==> src/rtl/core/cdfe_pkg.sv <==
// cdfe_pkg: shared types, codes and the CRC-16/CCITT-FALSE byte step for the
// chunked download frame encoder. No dependencies; used by every module of the block.
package cdfe_pkg;

   // request command codes
   localparam logic CMD_START = 1'b0;
   localparam logic CMD_DATA  = 1'b1;

   // register indexes, decoded from paddr[2]
   localparam logic CSR_IDX_DIRECTION = 1'b0;
   localparam logic CSR_IDX_MAX_CHUNK = 1'b1;

   // register reset values
   localparam logic [7:0] DIRECTION_RESET = 8'd127;
   localparam logic [9:0] MAX_CHUNK_RESET = 10'd256;

   // frame constants
   localparam logic [15:0] CRC_INIT = 16'hFFFF;
   localparam int unsigned JOB_BYTES = 6;
   localparam int unsigned JOB_IDX_W = 3;

   // input request
   typedef struct packed {
      logic        cmd;
      logic [15:0] command_length;
      logic [7:0]  data_byte;
   } req_type;

   // one output byte
   typedef struct packed {
      logic [7:0] out_byte;
      logic       run_last;
      logic       frame_end;
      logic       command_end;
   } rsp_type;

   // byte group produced by one request, handed from front to back
   typedef struct packed {
      logic [JOB_BYTES-1:0][7:0] bytes;
      logic [JOB_IDX_W-1:0]      last_idx;
      logic                      fend_valid;
      logic [JOB_IDX_W-1:0]      fend_idx;
      logic                      cend;
   } job_type;

   // CRC-16/CCITT-FALSE (poly 0x1021) update over one byte
   function automatic logic [15:0] crc_update(input logic [15:0] crc, input logic [7:0] din);
      logic [15:0] c;
      c = {crc[7:0], crc[15:8]};
      c = c ^ {8'h00, din};
      c = c ^ {12'h000, c[7:4]};
      c = c ^ {c[3:0], 12'h000};
      c = c ^ {3'b000, c[7:0], 5'b00000};
      return c;
   endfunction

endpackage

==> src/rtl/core/cdfe_front.sv <==
// cdfe_front: accepts requests, tracks command/chunk counters and the running CRC,
// and builds the byte group each request produces. Depends on cdfe_pkg.
module cdfe_front (
   input  logic                clock,
   input  logic                reset,
   input  logic [7:0]          direction_byte,
   input  logic [9:0]          max_chunk_size,
   input  logic                accept,
   input  cdfe_pkg::req_type   req,
   output logic                job_push,
   output cdfe_pkg::job_type   job
);

   logic [15:0] cmd_rem_ff, cmd_rem_in;
   logic [9:0]  chunk_rem_ff, chunk_rem_in;
   logic [15:0] crc_ff, crc_in;
   logic        open_ff, open_in;

   logic [9:0]  limit;
   logic [15:0] rem;
   logic        last;
   logic [9:0]  len;
   logic [7:0]  h0;
   logic [7:0]  h1;
   logic [15:0] rem_next;
   logic [15:0] open_crc;
   logic [15:0] data_crc;
   logic [9:0]  chunk_dec;
   logic        done;
   logic        job_valid;

   // chunk opening: length, header and header CRC
   always_comb begin
      limit    = (max_chunk_size == 10'd0) ? 10'd1 : max_chunk_size;
      rem      = (req.cmd == cdfe_pkg::CMD_START) ? req.command_length : cmd_rem_ff;
      last     = rem <= {6'd0, limit};
      len      = last ? rem[9:0] : limit;
      h0       = {5'd0, ~last, len[9:8]};
      h1       = len[7:0];
      rem_next = rem - {6'd0, len};
      open_crc = cdfe_pkg::crc_update(cdfe_pkg::crc_update(cdfe_pkg::CRC_INIT, h0), h1);
      data_crc = cdfe_pkg::crc_update(crc_ff, req.data_byte);
      chunk_dec = chunk_rem_ff - 10'd1;
      done     = cmd_rem_ff == 16'd0;
   end

   // byte group and next state per request kind
   always_comb begin
      cmd_rem_in   = cmd_rem_ff;
      chunk_rem_in = chunk_rem_ff;
      crc_in       = crc_ff;
      open_in      = open_ff;
      job_valid    = 1'b0;
      job          = '0;
      case (req.cmd)
         cdfe_pkg::CMD_START: begin
            job_valid    = 1'b1;
            job.bytes[0] = direction_byte;
            job.bytes[1] = h0;
            job.bytes[2] = h1;
            job.bytes[3] = open_crc[15:8];
            job.bytes[4] = open_crc[7:0];
            job.fend_idx = 3'd4;
            job.cend     = 1'b1;
            cmd_rem_in   = rem_next;
            chunk_rem_in = len;
            crc_in       = open_crc;
            if (len == 10'd0) begin
               // empty command: whole frame at once, nothing stays open
               job.last_idx   = 3'd4;
               job.fend_valid = 1'b1;
               open_in        = 1'b0;
            end else begin
               job.last_idx   = 3'd2;
               open_in        = 1'b1;
            end
         end
         cdfe_pkg::CMD_DATA: begin
            if (open_ff && chunk_rem_ff != 10'd0) begin
               job_valid    = 1'b1;
               job.bytes[0] = req.data_byte;
               crc_in       = data_crc;
               chunk_rem_in = chunk_dec;
               if (chunk_dec == 10'd0) begin
                  // chunk complete: CRC, then next chunk's opening if any
                  job.bytes[1]   = data_crc[15:8];
                  job.bytes[2]   = data_crc[7:0];
                  job.bytes[3]   = direction_byte;
                  job.bytes[4]   = h0;
                  job.bytes[5]   = h1;
                  job.fend_valid = 1'b1;
                  job.fend_idx   = 3'd2;
                  job.cend       = done;
                  if (done) begin
                     job.last_idx = 3'd2;
                     open_in      = 1'b0;
                  end else begin
                     job.last_idx = 3'd5;
                     chunk_rem_in = len;
                     crc_in       = open_crc;
                     cmd_rem_in   = rem_next;
                  end
               end
            end
         end
         default: begin
            job_valid = 1'b0;
         end
      endcase
   end

   assign job_push = accept && job_valid;

   // command state
   always_ff @(posedge clock) begin
      if (reset) begin
         cmd_rem_ff   <= '0;
         chunk_rem_ff <= '0;
         crc_ff       <= cdfe_pkg::CRC_INIT;
         open_ff      <= 1'b0;
      end else if (accept) begin
         cmd_rem_ff   <= cmd_rem_in;
         chunk_rem_ff <= chunk_rem_in;
         crc_ff       <= crc_in;
         open_ff      <= open_in;
      end
   end

endmodule

==> src/rtl/core/cdfe_queue.sv <==
// cdfe_queue: short FIFO of byte groups between front and back.
// Depends on cdfe_pkg for the entry type.
module cdfe_queue #(
   parameter int unsigned DEPTH = 2
) (
   input  logic              clock,
   input  logic              reset,
   input  logic              push,
   input  cdfe_pkg::job_type push_job,
   input  logic              pop,
   output cdfe_pkg::job_type head,
   output logic              empty,
   output logic              full
);

   localparam int unsigned PTR_W = (DEPTH > 1) ? $clog2(DEPTH) : 1;
   localparam int unsigned CNT_W = $clog2(DEPTH + 1);
   localparam logic [PTR_W-1:0] PTR_LAST = PTR_W'(DEPTH - 1);
   localparam logic [CNT_W-1:0] CNT_FULL = CNT_W'(DEPTH);

   cdfe_pkg::job_type mem [DEPTH];
   logic [PTR_W-1:0] wr_ptr_ff, wr_ptr_in;
   logic [PTR_W-1:0] rd_ptr_ff, rd_ptr_in;
   logic [CNT_W-1:0] count_ff, count_in;

   assign empty = count_ff == '0;
   assign full  = count_ff == CNT_FULL;
   assign head  = mem[rd_ptr_ff];

   // pointer and fill count
   always_comb begin
      wr_ptr_in = wr_ptr_ff;
      rd_ptr_in = rd_ptr_ff;
      count_in  = count_ff;
      if (push) begin
         wr_ptr_in = (wr_ptr_ff == PTR_LAST) ? '0 : wr_ptr_ff + 1'b1;
      end
      if (pop) begin
         rd_ptr_in = (rd_ptr_ff == PTR_LAST) ? '0 : rd_ptr_ff + 1'b1;
      end
      if (push && !pop) begin
         count_in = count_ff + 1'b1;
      end else if (pop && !push) begin
         count_in = count_ff - 1'b1;
      end
   end

   always_ff @(posedge clock) begin
      if (reset) begin
         wr_ptr_ff <= '0;
         rd_ptr_ff <= '0;
         count_ff  <= '0;
      end else begin
         wr_ptr_ff <= wr_ptr_in;
         rd_ptr_ff <= rd_ptr_in;
         count_ff  <= count_in;
      end
   end

   // entry storage
   always_ff @(posedge clock) begin
      if (push) begin
         mem[wr_ptr_ff] <= push_job;
      end
   end

endmodule

==> src/rtl/core/cdfe_back.sv <==
// cdfe_back: walks the head byte group one byte per cycle into the output register
// while that register is free or rsp_ready is high. Depends on cdfe_pkg.
module cdfe_back (
   input  logic              clock,
   input  logic              reset,
   input  cdfe_pkg::job_type head,
   input  logic              empty,
   output logic              pop,
   output logic              rsp_valid,
   input  logic              rsp_ready,
   output cdfe_pkg::rsp_type rsp_payload
);

   logic [cdfe_pkg::JOB_IDX_W-1:0] idx_ff, idx_in;
   logic                           valid_ff, valid_in;
   cdfe_pkg::rsp_type              out_ff, out_in;
   logic                           load;
   logic                           at_end;

   assign load   = !empty && (!valid_ff || rsp_ready);
   assign at_end = idx_ff == head.last_idx;
   assign pop    = load && at_end;

   // next byte and flags
   always_comb begin
      idx_in   = idx_ff;
      valid_in = valid_ff;
      out_in   = out_ff;
      if (load) begin
         valid_in             = 1'b1;
         out_in.out_byte      = head.bytes[idx_ff];
         out_in.run_last      = at_end;
         out_in.frame_end     = head.fend_valid && idx_ff == head.fend_idx;
         out_in.command_end   = head.fend_valid && idx_ff == head.fend_idx && head.cend;
         idx_in               = at_end ? '0 : idx_ff + 1'b1;
      end else if (rsp_ready) begin
         valid_in = 1'b0;
      end
   end

   always_ff @(posedge clock) begin
      if (reset) begin
         idx_ff   <= '0;
         valid_ff <= 1'b0;
      end else begin
         idx_ff   <= idx_in;
         valid_ff <= valid_in;
      end
   end

   always_ff @(posedge clock) begin
      out_ff <= out_in;
   end

   assign rsp_valid   = valid_ff;
   assign rsp_payload = out_ff;

endmodule

==> src/rtl/core/chunked_download_frame_encoder_top.sv <==
// chunked_download_frame_encoder_top: configuration registers and the front/queue/back
// chain. Depends on cdfe_pkg, cdfe_front, cdfe_queue, cdfe_back.
//
//   port group   direction  carries
//   req_*        in         request: cmd, command_length, data_byte
//   rsp_*        out        one framed byte with run_last/frame_end/command_end
//   p* (APB)     in/out     direction_byte (addr 0), max_chunk_size (addr 4)
//
// A request is taken every cycle while the queue has room; it becomes 0 to 6 bytes.
// The back end sends one byte per cycle while rsp_ready allows, so a request's bytes go out
// in turn (one for a mid-chunk data byte, up to six at a chunk boundary).
// The output register frees the front: requests keep flowing while rsp_ready is low
// until the queue of QUEUE_DEPTH byte groups fills. Reset is synchronous and clears
// all command state and loads the register reset values; no clearing pass.
module chunked_download_frame_encoder_top #(
   parameter int unsigned QUEUE_DEPTH = 2
) (
   input  logic              clock,
   input  logic              reset,
   input  logic              req_valid,
   output logic              req_ready,
   input  cdfe_pkg::req_type req_payload,
   output logic              rsp_valid,
   input  logic              rsp_ready,
   output cdfe_pkg::rsp_type rsp_payload,
   input  logic              psel,
   input  logic              penable,
   input  logic              pwrite,
   input  logic [2:0]        paddr,
   input  logic [31:0]       pwdata,
   output logic [31:0]       prdata,
   output logic              pready
);

   logic [7:0]        direction_ff;
   logic [9:0]        max_chunk_ff;
   logic              accept;
   logic              job_push;
   cdfe_pkg::job_type job;
   cdfe_pkg::job_type head;
   logic              q_empty;
   logic              q_full;
   logic              q_pop;
   logic              csr_write;

   // configuration registers
   assign pready    = 1'b1;
   assign csr_write = psel && penable && pwrite;

   always_ff @(posedge clock) begin
      if (reset) begin
         direction_ff <= cdfe_pkg::DIRECTION_RESET;
         max_chunk_ff <= cdfe_pkg::MAX_CHUNK_RESET;
      end else if (csr_write) begin
         case (paddr[2])
            cdfe_pkg::CSR_IDX_DIRECTION: direction_ff <= pwdata[7:0];
            cdfe_pkg::CSR_IDX_MAX_CHUNK: max_chunk_ff <= pwdata[9:0];
            default: direction_ff <= direction_ff;
         endcase
      end
   end

   always_comb begin
      case (paddr[2])
         cdfe_pkg::CSR_IDX_DIRECTION: prdata = {24'd0, direction_ff};
         cdfe_pkg::CSR_IDX_MAX_CHUNK: prdata = {22'd0, max_chunk_ff};
         default: prdata = '0;
      endcase
   end

   // request handshake
   assign req_ready = !q_full;
   assign accept    = req_valid && req_ready;

   cdfe_front u_front (
      .clock          (clock),
      .reset          (reset),
      .direction_byte (direction_ff),
      .max_chunk_size (max_chunk_ff),
      .accept         (accept),
      .req            (req_payload),
      .job_push       (job_push),
      .job            (job)
   );

   cdfe_queue #(
      .DEPTH (QUEUE_DEPTH)
   ) u_queue (
      .clock    (clock),
      .reset    (reset),
      .push     (job_push),
      .push_job (job),
      .pop      (q_pop),
      .head     (head),
      .empty    (q_empty),
      .full     (q_full)
   );

   cdfe_back u_back (
      .clock       (clock),
      .reset       (reset),
      .head        (head),
      .empty       (q_empty),
      .pop         (q_pop),
      .rsp_valid   (rsp_valid),
      .rsp_ready   (rsp_ready),
      .rsp_payload (rsp_payload)
   );

endmodule

==> config.mk <==
export PLATFORM = sky130hd
export DESIGN_NAME = chunked_download_frame_encoder_top
export DESIGN_NICKNAME = d
export VERILOG_FILES = /design/src/rtl/core/cdfe_pkg.sv /design/src/rtl/core/cdfe_front.sv /design/src/rtl/core/cdfe_queue.sv /design/src/rtl/core/cdfe_back.sv /design/src/rtl/core/chunked_download_frame_encoder_top.sv
export SDC_FILE = /design/constraint.sdc
export NUM_CORES = 1
export LEC_CHECK = 0
export ABC_AREA = 1
export ABC_CLOCK_PERIOD_IN_PS = 15400
export BUFFER_PORTS_ARGS = -buffer_cell sky130_fd_sc_hd__buf_2
export CELL_PAD_IN_SITES_DETAIL_PLACEMENT = 0
export CELL_PAD_IN_SITES_GLOBAL_PLACEMENT = 1
export CORE_ASPECT_RATIO = 1.1
export CORE_UTILIZATION = 45
export CTS_CLUSTER_DIAMETER = 30
export DETAILED_ROUTE_END_ITERATION = 7
export PLACE_DENSITY_LB_ADDON = 0.1
export SLEW_MARGIN = 20
export SYNTH_ARGS = -nofsm -noshare
export SYNTH_HDL_FRONTEND = slang
export SYNTH_SLANG_ARGS = --single-unit
==> constraint.sdc <==
create_clock -name clock -period 15.4 [get_ports clock]
set_input_delay 4.62 -clock clock [delete_from_list [all_inputs] [get_ports clock]]
set_output_delay 4.62 -clock clock [all_outputs]
set_load 0.1 [all_outputs]
Word level (Yosys, flattened, before mapping)
Memory sizes are Yosys's and may differ from the RTL's. A register that Yosys moved wholly into a read port is not among the register bits.
Index checks and enable logic that the tools add are counted.
{ "word_totals": {"wordCells": 121, "regBits": 80, "mem_bits_rw": 112, "output_inout_bits": 46, "memories": 1, "inputBits": 67} }
{ "memory_table": {"columns": ["memory", "depth", "word_bits", "read_ports", "rd_ports_with_merged_regs", "write_ports", "line_no", "text"], "rows": [
  ["u_queue.mem", 2, 56, 1, 1, 1, "cdfe_queue.sv:21", "cdfe_pkg::job_type mem [DEPTH];"]
]} }
{ "classes": {"bitwise": 15, "addsub": 7, "n_eq_ne": 7, "n_reduce_logical": 30, "muxes": 44, "n_lt_le_gt_ge": 2} }
{ "ops": {"columns": ["operator", "n"], "rows": [
  ["$mux 16", 7],
  ["$pmux 48 s2", 1],
  ["$pmux 16 s2", 2],
  ["$pmux 32 s2", 1],
  ["$mux 56", 1],
  ["$mux 10", 5],
  ["$xor 16x13->16", 3],
  ["$xor 16x16->16", 3],
  ["$xor 16x4->16", 3],
  ["$mux 40", 1],
  ["$xor 16x8->16", 2],
  ["$logic_not 10->1", 3],
  ["$bmux 8 s3", 1],
  ["$mux 8", 3],
  ["$pmux 10 s2", 1],
  ["$le 16x10->1", 1],
  ["$logic_not 16->1", 1],
  ["$not 3->16", 1],
  ["$sub 16x10->16", 1],
  ["$mux 1", 14],
  ["$logic_and 1x1->1", 11],
  ["$reduce_bool 10->1", 1],
  ["$sub 10x1->10 const B", 1],
  ["$mux 3", 3],
  ["18 further kinds", 34]
]} }

Longest topological paths before layout
Gate-level depths: netlist (run 1).
{ "logic_depth": {"word_depth": 16, "mapped_depth": 37, "ltp_nobuf": 34} }

Cells and area by module
Synthesis (run 1) repeated with hierarchy kept, for this count alone.
{ "unflattened": {"hier_cells": 1271, "hier_area_um2": 11109.4} }
{ "modules_own_cells": {"columns": ["module", "area_per_inst_um2", "cells_per_inst", "n_inst", "seq_area_each_um2"], "rows": [
  ["cdfe_front", 4463.0, 752, 1, 860.8],
  ["cdfe_queue", 4431.8, 207, 1, 3463.3],
  ["cdfe_back", 1132.3, 151, 1, 410.4],
  ["chunked_download_frame_encoder_top", 1082.3, 161, 1, 360.3]
]} }

Worst setup path after synthesis (run 1)
Ideal clock, no wire load.
{ "synth_path": {"path_kind": "input to output", "from": "in paddr[2]", "to": "out prdata[0]", "cell_stages": 2, "n_path_buf": 1, "arrival_ns": 6.913, "t_required_ns": 10.780, "path_slack_ns": 3.867, "path_cell_list": "clkbuf_1 > o21ai_0"} }
{ "synth_via": {"elab_chain_len": 2} }
{ "synth_rtl": {"columns": ["item", "line_no", "text"], "rows": [
  ["start, declared", "chunked_download_frame_encoder_top.sv:29", "input logic [2:0] paddr,"],
  ["$not 1->1 (no source line)", null, null],
  ["$pmux 32 s2 *", "chunked_download_frame_encoder_top.sv:64", "case (paddr[2])"],
  ["end, declared", "chunked_download_frame_encoder_top.sv:31", "output logic [31:0] prdata,"]
]} }
Every way passes the cells marked *; elsewhere a longest branch is shown, timed or not. The select of a mux whose other input is x is not followed.

Worst setup path in the final report (run 1)
{ "layout_path": {"from": "in paddr[2]", "to": "out prdata[4]"} }
Same word-level chain as after synthesis.

==> results.py, run 1 <==
metrics = {
    "floorplanning": {
        "start_util_pct": 46.27,
        "die_w_um": 146.2,
        "ios": 113,
        "core_um2": 22250,
        "placementRows": 57,
        "dieArea_um2": 23490,
        "die_h_um": 160.6,
    },
    "routing": {
        "drc": 0,
        "vias": 8390,
        "first_pass_iters": 5,
        "drtAntennaViolNets": 0,
        "routed_via_density": 5.313,
        "routedWlPerCell_um": 17.90,
        "drt-total-wl_mm": 28.26,
        "first_iter_violations": 617,
    },
    "sta": {
        "slew_headroom_pct": 39.43,
        "period_needed_ns": 10.21,
        "setup_ws_ns": 5.189,
        "rsz0062_at_grt": "false",
        "skew_ns": 0.01534,
        "setup-violations-final": 0,
        "slew_violations": 0,
        "finalSetupTns_ns": 0,
        "period_share_pct": 66.31,
        "worst_pin_slew_ns": 0.9075,
        "hold_violations": 0,
        "fmaxAchievable_mhz": 97.93,
    },
    "synthesis": {
        "synth_cells": 1236,
        "synthTopCellsByCount": "nand2_1 (262), o21ai_0 (152), edfxtp_1 (121)",
        "synth_area_leader_cell": "edfxtp_1",
        "yosys_warnings": 0,
        "ys.flop_type": "edfxtp_1",
        "synth_seq_cells": 191,
        "ys_async_sr_fraction_pct": 0,
        "synth-edff-count": 121,
        "synth_area_um2": 10300,
        "synthDistinctLibCells": 46,
        "synth_area_leaders": "edfxtp_1 (35%), dfxtp_1 (14%), nand2_1 (9.6%)",
        "post_synth.cell_area_avg_um2": 8.330,
        "yosysMostFrequentCell": "nand2_1",
        "synth_top_area_share_pct": 35.29,
        "yosysSeqAreaShare_pct": 48.90,
    },
    "setup_path": {
        "worstPathRequired_ns": 10.78,
        "crit_path_start": "paddr[2]",
        "worstPathArrival_ns": 5.59,
        "start_kind": "primary input",
        "crit_top_cell": "buf_2",
        "crit_fanout": 20,
        "critPathKind": "in2out",
        "worstPathCellList": "buf_2, o21ai_0, buf_2",
        "slowest_delay_ns": 0.48,
        "crit_path_top_delay_cell": "buf_2",
        "timing.rr.start": "max_chunk_ff[7]$_SDFFE_PP0P_",
        "cp-end-kind": "output pin",
    },
    "placed_design": {
        "place_congestion": 0.8546,
        "port_buffers": 65,
        "pre_cts_ws_ns": 5.146,
        "place_hpwl_mm": 19.80,
        "place_inst": 1548,
    },
    "hold_path": {
        "hp-class": "reg2reg",
        "hp-start": "u_front.open_ff$_SDFFE_PP0P_",
    },
    "global_routing": {
        "grt_use_total_pct": 24.70,
        "use_met2_pct": 41.56,
        "overflow": 0,
        "antenna_found_initial": 0,
        "gr-usage-met1_pct": 31.80,
        "grt_busiest_layer": "met2",
        "grt_pass1_wl_mm": 44.13,
        "gr-usage-met3_pct": 3.636,
        "grt_pass1_vias": 7920,
        "grt_start_max_net_pins": 58,
    },
    "clocking": {
        "cts_setup_buffers": 0,
        "ctsLongestPathBuffers": 2,
        "cts_root_buffer": "clkbuf_16",
        "post_cts_resized": 0,
        "cts_tree": "done",
        "clk_pin_slew_ns": 0.08,
        "clock_sinks": 191,
        "clk-insertion-delay-late_ns": 0.44,
        "postCtsHoldBufs": 0,
        "cts_made_buffers": 17,
        "htreeDepth": 4,
    },
    "power": {
        "vdd_ir_drop_max_mv": 0.08157,
        "power_density_nw_per_um2": 153.5,
        "pwr-share-clk_pct": 25.5,
        "p_switching_uw": 721.9,
        "p_sw_share_pct": 41.47,
        "p_int_mw": 1.019,
        "p_seq_share_pct": 37.6,
        "p_comb_share_pct": 36.8,
        "total_power_mw": 1.741,
        "p_leak_nw": 4.806,
    },
    "layout": {
        "n_antenna_cell": 0,
        "post-route-util_pct": 50.96,
        "area_growth_pct": 10.13,
        "fill_cells": 2216,
        "fin_cells": 1579,
        "layout.nets": 1363,
        "drive_gt1_share_pct": 10.75,
    },
    "job": {
        "cap_viol_max_count": 0,
    },
    "status": {
        "status": "finished clean",
    },
}
==> area by class of cell <==
type	count	area [um2]	share of cell area (%)
Sequential cell	191	5035	44.40
Multi-Input combinational cell	866	4483	39.53
Inverter	118	442.9	3.906
Clock buffer	17	425.4	3.752
Timing Repair Buffer	78	422.9	3.729
Tap cell	295	369.1	3.255
Clock inverter	14	161.4	1.423
==> metal layers <==
metal,vias to the layer above,part of all wire (%)
met1,3905,44
li1,4212,-
met4,0,3.0
met5,-,0
met2,230,49
met3,43,4.4
==> final timing paths <==
check / depth (start not counted) / slack, ns / endpoint
hold reg to reg: 2 / 0.48 / u_front.open_ff$_SDFFE_PP0P_
setup / recovery: 3 / 5.19 / prdata[4]
hold / removal: 2 / 0.48 / u_front.open_ff$_SDFFE_PP0P_
setup reg to reg: 27 / 10.48 / u_front.cmd_rem_ff[10]$_SDFFE_PP0P_
==> logic make-up after synthesis <==
kind of cell	Yosys count	share of synthesized area, %
muxes	2	0.1944
other	2	0.07294
xor gates and xnor gates	45	3.828
adders and majority gates	24	2.989
buffers and inverters	200	8.579
DFF	191	48.90
AOI/OAI and AO/OA	289	15.82
and+or+nand+nor	483	19.61
==> flip-flops by register name (all words and copies together) (netlist names), named ones only <==
register / count
u_front.crc_ff: 16
u_queue.wr_ptr_ff: 1
u_front.open_ff: 1
u_back.rsp_valid: 1
u_front.cmd_rem_ff: 16
u_front.chunk_rem_ff: 10
max_chunk_ff: 10
u_queue.rd_ptr_ff: 1
u_back.idx_ff: 3
direction_ff: 8
u_back.rsp_payload: 11
u_queue.count_ff: 2
u_queue.mem: 110
==> power groups by stage <==
stage	Clock (mW)	Sequential, mW	Combinational [mW]
after detailed placement	0	0.667	0.642
after floorplan	0	0.781	0.383
after global routing	0.473	0.661	0.703
final	0.445	0.655	0.641
after CTS	0.452	0.656	0.644
after global placement	0	0.665	0.638
==> worst max-delay path: cells and delay by family <==
kind	cells	cell delay [ns]
AOI/OAI and AO/OA	1	0.28
buffers and inverters	2	0.68
==> layout by cell type, fill, tap and decap left out, drive strengths merged, types with 3 or more instances in the layout <==
master  Yosys  final
conb        2     23
clkinv      2      5
dfxtp      70     70
a32o        3      3
and2        3      3
or2         5      5
o21ai     168    168
nand3      57     57
o22ai      20     20
o211ai     11     11
ha         23     23
inv       116    124
nor3        9      9
edfxtp    121    121
o221ai     11     11
nand4      20     20
a211oi      4      4
o21bai      4      4
nor2      119    119
buf        37     78
a21oi      62     62
xnor2      18     18
xor2       27     27
clkbuf     45     17
nand2     268    268
==> through the flow <==
step / cell area [um2] / hold WS [ns]
2_1_floorplan: 10380 / 0.4394
3_3_place_gp: 10750 / 0.4691
3_5_place_dp: 10750 / 0.4734
4_1_cts: 11340 / 0.4848
5_1_grt: 11340 / 0.4985
6_report: 11340 / 0.4791
Power figures use the tool's default switching activity.
==> run 2, diff against run 1 <==
--- a/config.mk
+++ b/config.mk
@@ -6,7 +6,7 @@
 export NUM_CORES = 1
 export LEC_CHECK = 0
 export ABC_AREA = 1
-export ABC_CLOCK_PERIOD_IN_PS = 15400
+export ABC_CLOCK_PERIOD_IN_PS = 9800
 export BUFFER_PORTS_ARGS = -buffer_cell sky130_fd_sc_hd__buf_2
 export CELL_PAD_IN_SITES_DETAIL_PLACEMENT = 0
 export CELL_PAD_IN_SITES_GLOBAL_PLACEMENT = 1
==> constraint.sdc (replaced) <==
create_clock -name clock -period 9.8 [get_ports clock]
set_input_delay 2.94 -clock clock [delete_from_list [all_inputs] [get_ports clock]]
set_output_delay 2.94 -clock clock [all_outputs]
set_load 0.1 [all_outputs]
==> run 2 against run 1 <==
Against the previous run:
- register-to-register slack got worse by 5.6 ns
- sequential power increased by 57%
- combinational power increased by 58%
- clock power increased by 62%
- critical path depth increased by 28
- core utilization increased by 0.10 points
- critical path type is now in2reg
- design area increased by 0.20%
- critical endpoint is now u_front.cmd_rem_ff[10]$_SDFFE_PP0P_
- first-iteration DRC count decreased by 1.6%
- worst setup slack got worse by 3.1 ns
- routed wire length decreased by 1.9%
==> results.py, run 2 (synthesized netlist as in run 1, its figures left out) <==
metrics = {
    "setup_path": {
        "worstPathRequired_ns": 10.14,
        "reg2reg_to": "u_front.cmd_rem_ff[10]$_SDFFE_PP0P_",
        "crit_path_top_delay_cell": "o21ai_0",
        "crit_fanout": 34,
        "worstPathArrival_ns": 8.09,
        "slowest_delay_ns": 0.65,
        "crit_top_cell": "nand2_1",
        "start_kind": "primary input",
        "r2r_setup_slack_ns": 4.88,
        "critPathKind": "in2reg",
        "crit_path_start": "req_payload[24]",
        "rr_worst_depth": 27,
        "cp-endpoint": "u_front.cmd_rem_ff[10]$_SDFFE_PP0P_",
        "timing.rr.start": "max_chunk_ff[7]$_SDFFE_PP0P_",
        "cp-end-kind": "flop",
    },
    "clocking": {
        "htreeDepth": 4,
        "clock_sinks": 191,
        "ctsLongestPathBuffers": 2,
        "post_cts_resized": 0,
        "postCtsHoldBufs": 0,
        "clk-insertion-delay-late_ns": 0.44,
        "cts_setup_buffers": 0,
        "cts_root_buffer": "clkbuf_16",
        "cts_tree": "done",
        "clk_pin_slew_ns": 0.08,
        "cts_made_buffers": 17,
    },
    "floorplanning": {
        "start_util_pct": 46.27,
        "dieArea_um2": 23490,
        "core_um2": 22250,
        "die_h_um": 160.6,
        "die_w_um": 146.2,
        "ios": 113,
        "placementRows": 57,
    },
    "layout": {
        "top_regs": "u_queue.mem (110), u_front.cmd_rem_ff (16), u_front.crc_ff (16)",
        "seqCellArea_um2": 5035,
        "largest-register": "u_queue.mem",
        "stdcell_area_um2": 11360,
        "layout.cells.most_common": "nand2_1",
        "layout.nets": 1362,
        "multi_input_area_um2": 4483,
        "n_antenna_cell": 0,
        "most-common-layout-cells": "nand2_1 (262), o21ai_0 (152), edfxtp_1 (121)",
        "drive_gt1_share_pct": 10.67,
        "fill_cells": 2196,
        "largest_reg_flops": 110,
        "area_growth_pct": 10.35,
    },
    "placed_design": {
        "placed_area_um2": 10750,
        "pre_cts_ws_ns": 1.526,
        "port_buffers": 65,
        "place_congestion": 0.8596,
        "place_hpwl_mm": 19.81,
    },
    "global_routing": {
        "grt_pass1_vias": 7611,
        "grt_start_max_net_pins": 56,
        "overflow": 0,
        "grt_use_total_pct": 24.16,
        "grt_pass1_wl_mm": 42.79,
        "antenna_found_initial": 0,
    },
    "routing": {
        "drtAntennaViolNets": 0,
        "drt-total-wl_mm": 27.72,
        "vias": 8226,
        "drc": 0,
        "first_pass_iters": 5,
        "routed_via_density": 5.210,
        "routedWlPerCell_um": 17.56,
        "first_iter_violations": 607,
    },
    "power": {
        "vdd_ir_drop_max_mv": 0.1268,
        "power_density_nw_per_um2": 242.5,
        "p_leak_nw": 4.814,
    },
    "sta": {
        "finalSetupTns_ns": 0,
        "setup_ws_ns": 2.051,
        "hold_violations": 0,
        "period_needed_ns": 7.749,
        "period_share_pct": 79.07,
        "worst_pin_slew_ns": 0.9215,
        "slew_violations": 0,
        "setup-violations-final": 0,
        "fmaxAchievable_mhz": 129.1,
        "slew_headroom_pct": 38.50,
        "rsz0062_at_grt": "false",
        "skew_ns": 0.01192,
    },
    "hold_path": {
        "hp-class": "reg2reg",
        "hold_depth": 2,
    },
    "status": {
        "status": "finished clean",
    },
    "job": {
        "cap_viol_max_count": 0,
    },
}
## run 2: critical path, delay by kind of cell
kind                     cells  cell delay, ns
AO/OA/AOI/OAI                4            1.18
XOR/XNOR                     1            0.15
adder cells (fa/ha/maj)      3            0.92
buffers and inverters        4            1.08
AND/OR/NAND/NOR             19            1.76
## run 2: metal layers
metal	track usage, %	up-vias	part of all wire (%)
li1	-	4216	-
met1	31.63	3795	45
met2	40.22	173	48
met3	3.068	42	3.4
met4	10.42	0	3.4
met5	0	-	0
## run 2: metrics by stage
stage | hold slack, ns | instances | power [mW] | util [%]
finish | 0.4820 | 1579 | 2.756 | 51.06
global route | 0.5170 | 1579 | 2.910 | 51.06
floorplan | 0.4394 | 1257 | 1.829 | -
detailed placement | 0.4775 | 1547 | 2.055 | 48.29
CTS | 0.4885 | 1579 | 2.776 | 51.06
global placement | 0.4698 | 1547 | 2.052 | 48.29
## run 2: power breakdown
part	switching (mW)	internal (mW)	total, mW
Sequential	0.0386	0.987	1.03
Clock	0.331	0.389	0.720
Combinational	0.759	0.250	1.01
Total	1.13	1.63	2.76
## run 2: layout make-up
type	instances	share of cell area, %
clock buffers	17	3.744
clock inverters	15	1.685
inverters	118	3.898
multi-input cells	866	39.46
flip-flops and latches	191	44.31
well taps	295	3.249
repair buffers	77	3.656
## run 2: how the worst min path moves through the flow
stage                                   end                          from
2_1_floorplan  u_front.open_ff$_SDFFE_PP0P_  u_front.open_ff$_SDFFE_PP0P_
3_3_place_gp   u_front.open_ff$_SDFFE_PP0P_  u_front.open_ff$_SDFFE_PP0P_
3_5_place_dp   u_front.open_ff$_SDFFE_PP0P_  u_front.open_ff$_SDFFE_PP0P_
4_1_cts        u_front.open_ff$_SDFFE_PP0P_  u_front.open_ff$_SDFFE_PP0P_
5_1_grt        u_front.open_ff$_SDFFE_PP0P_  u_front.open_ff$_SDFFE_PP0P_
6_report       u_front.open_ff$_SDFFE_PP0P_  u_front.open_ff$_SDFFE_PP0P_
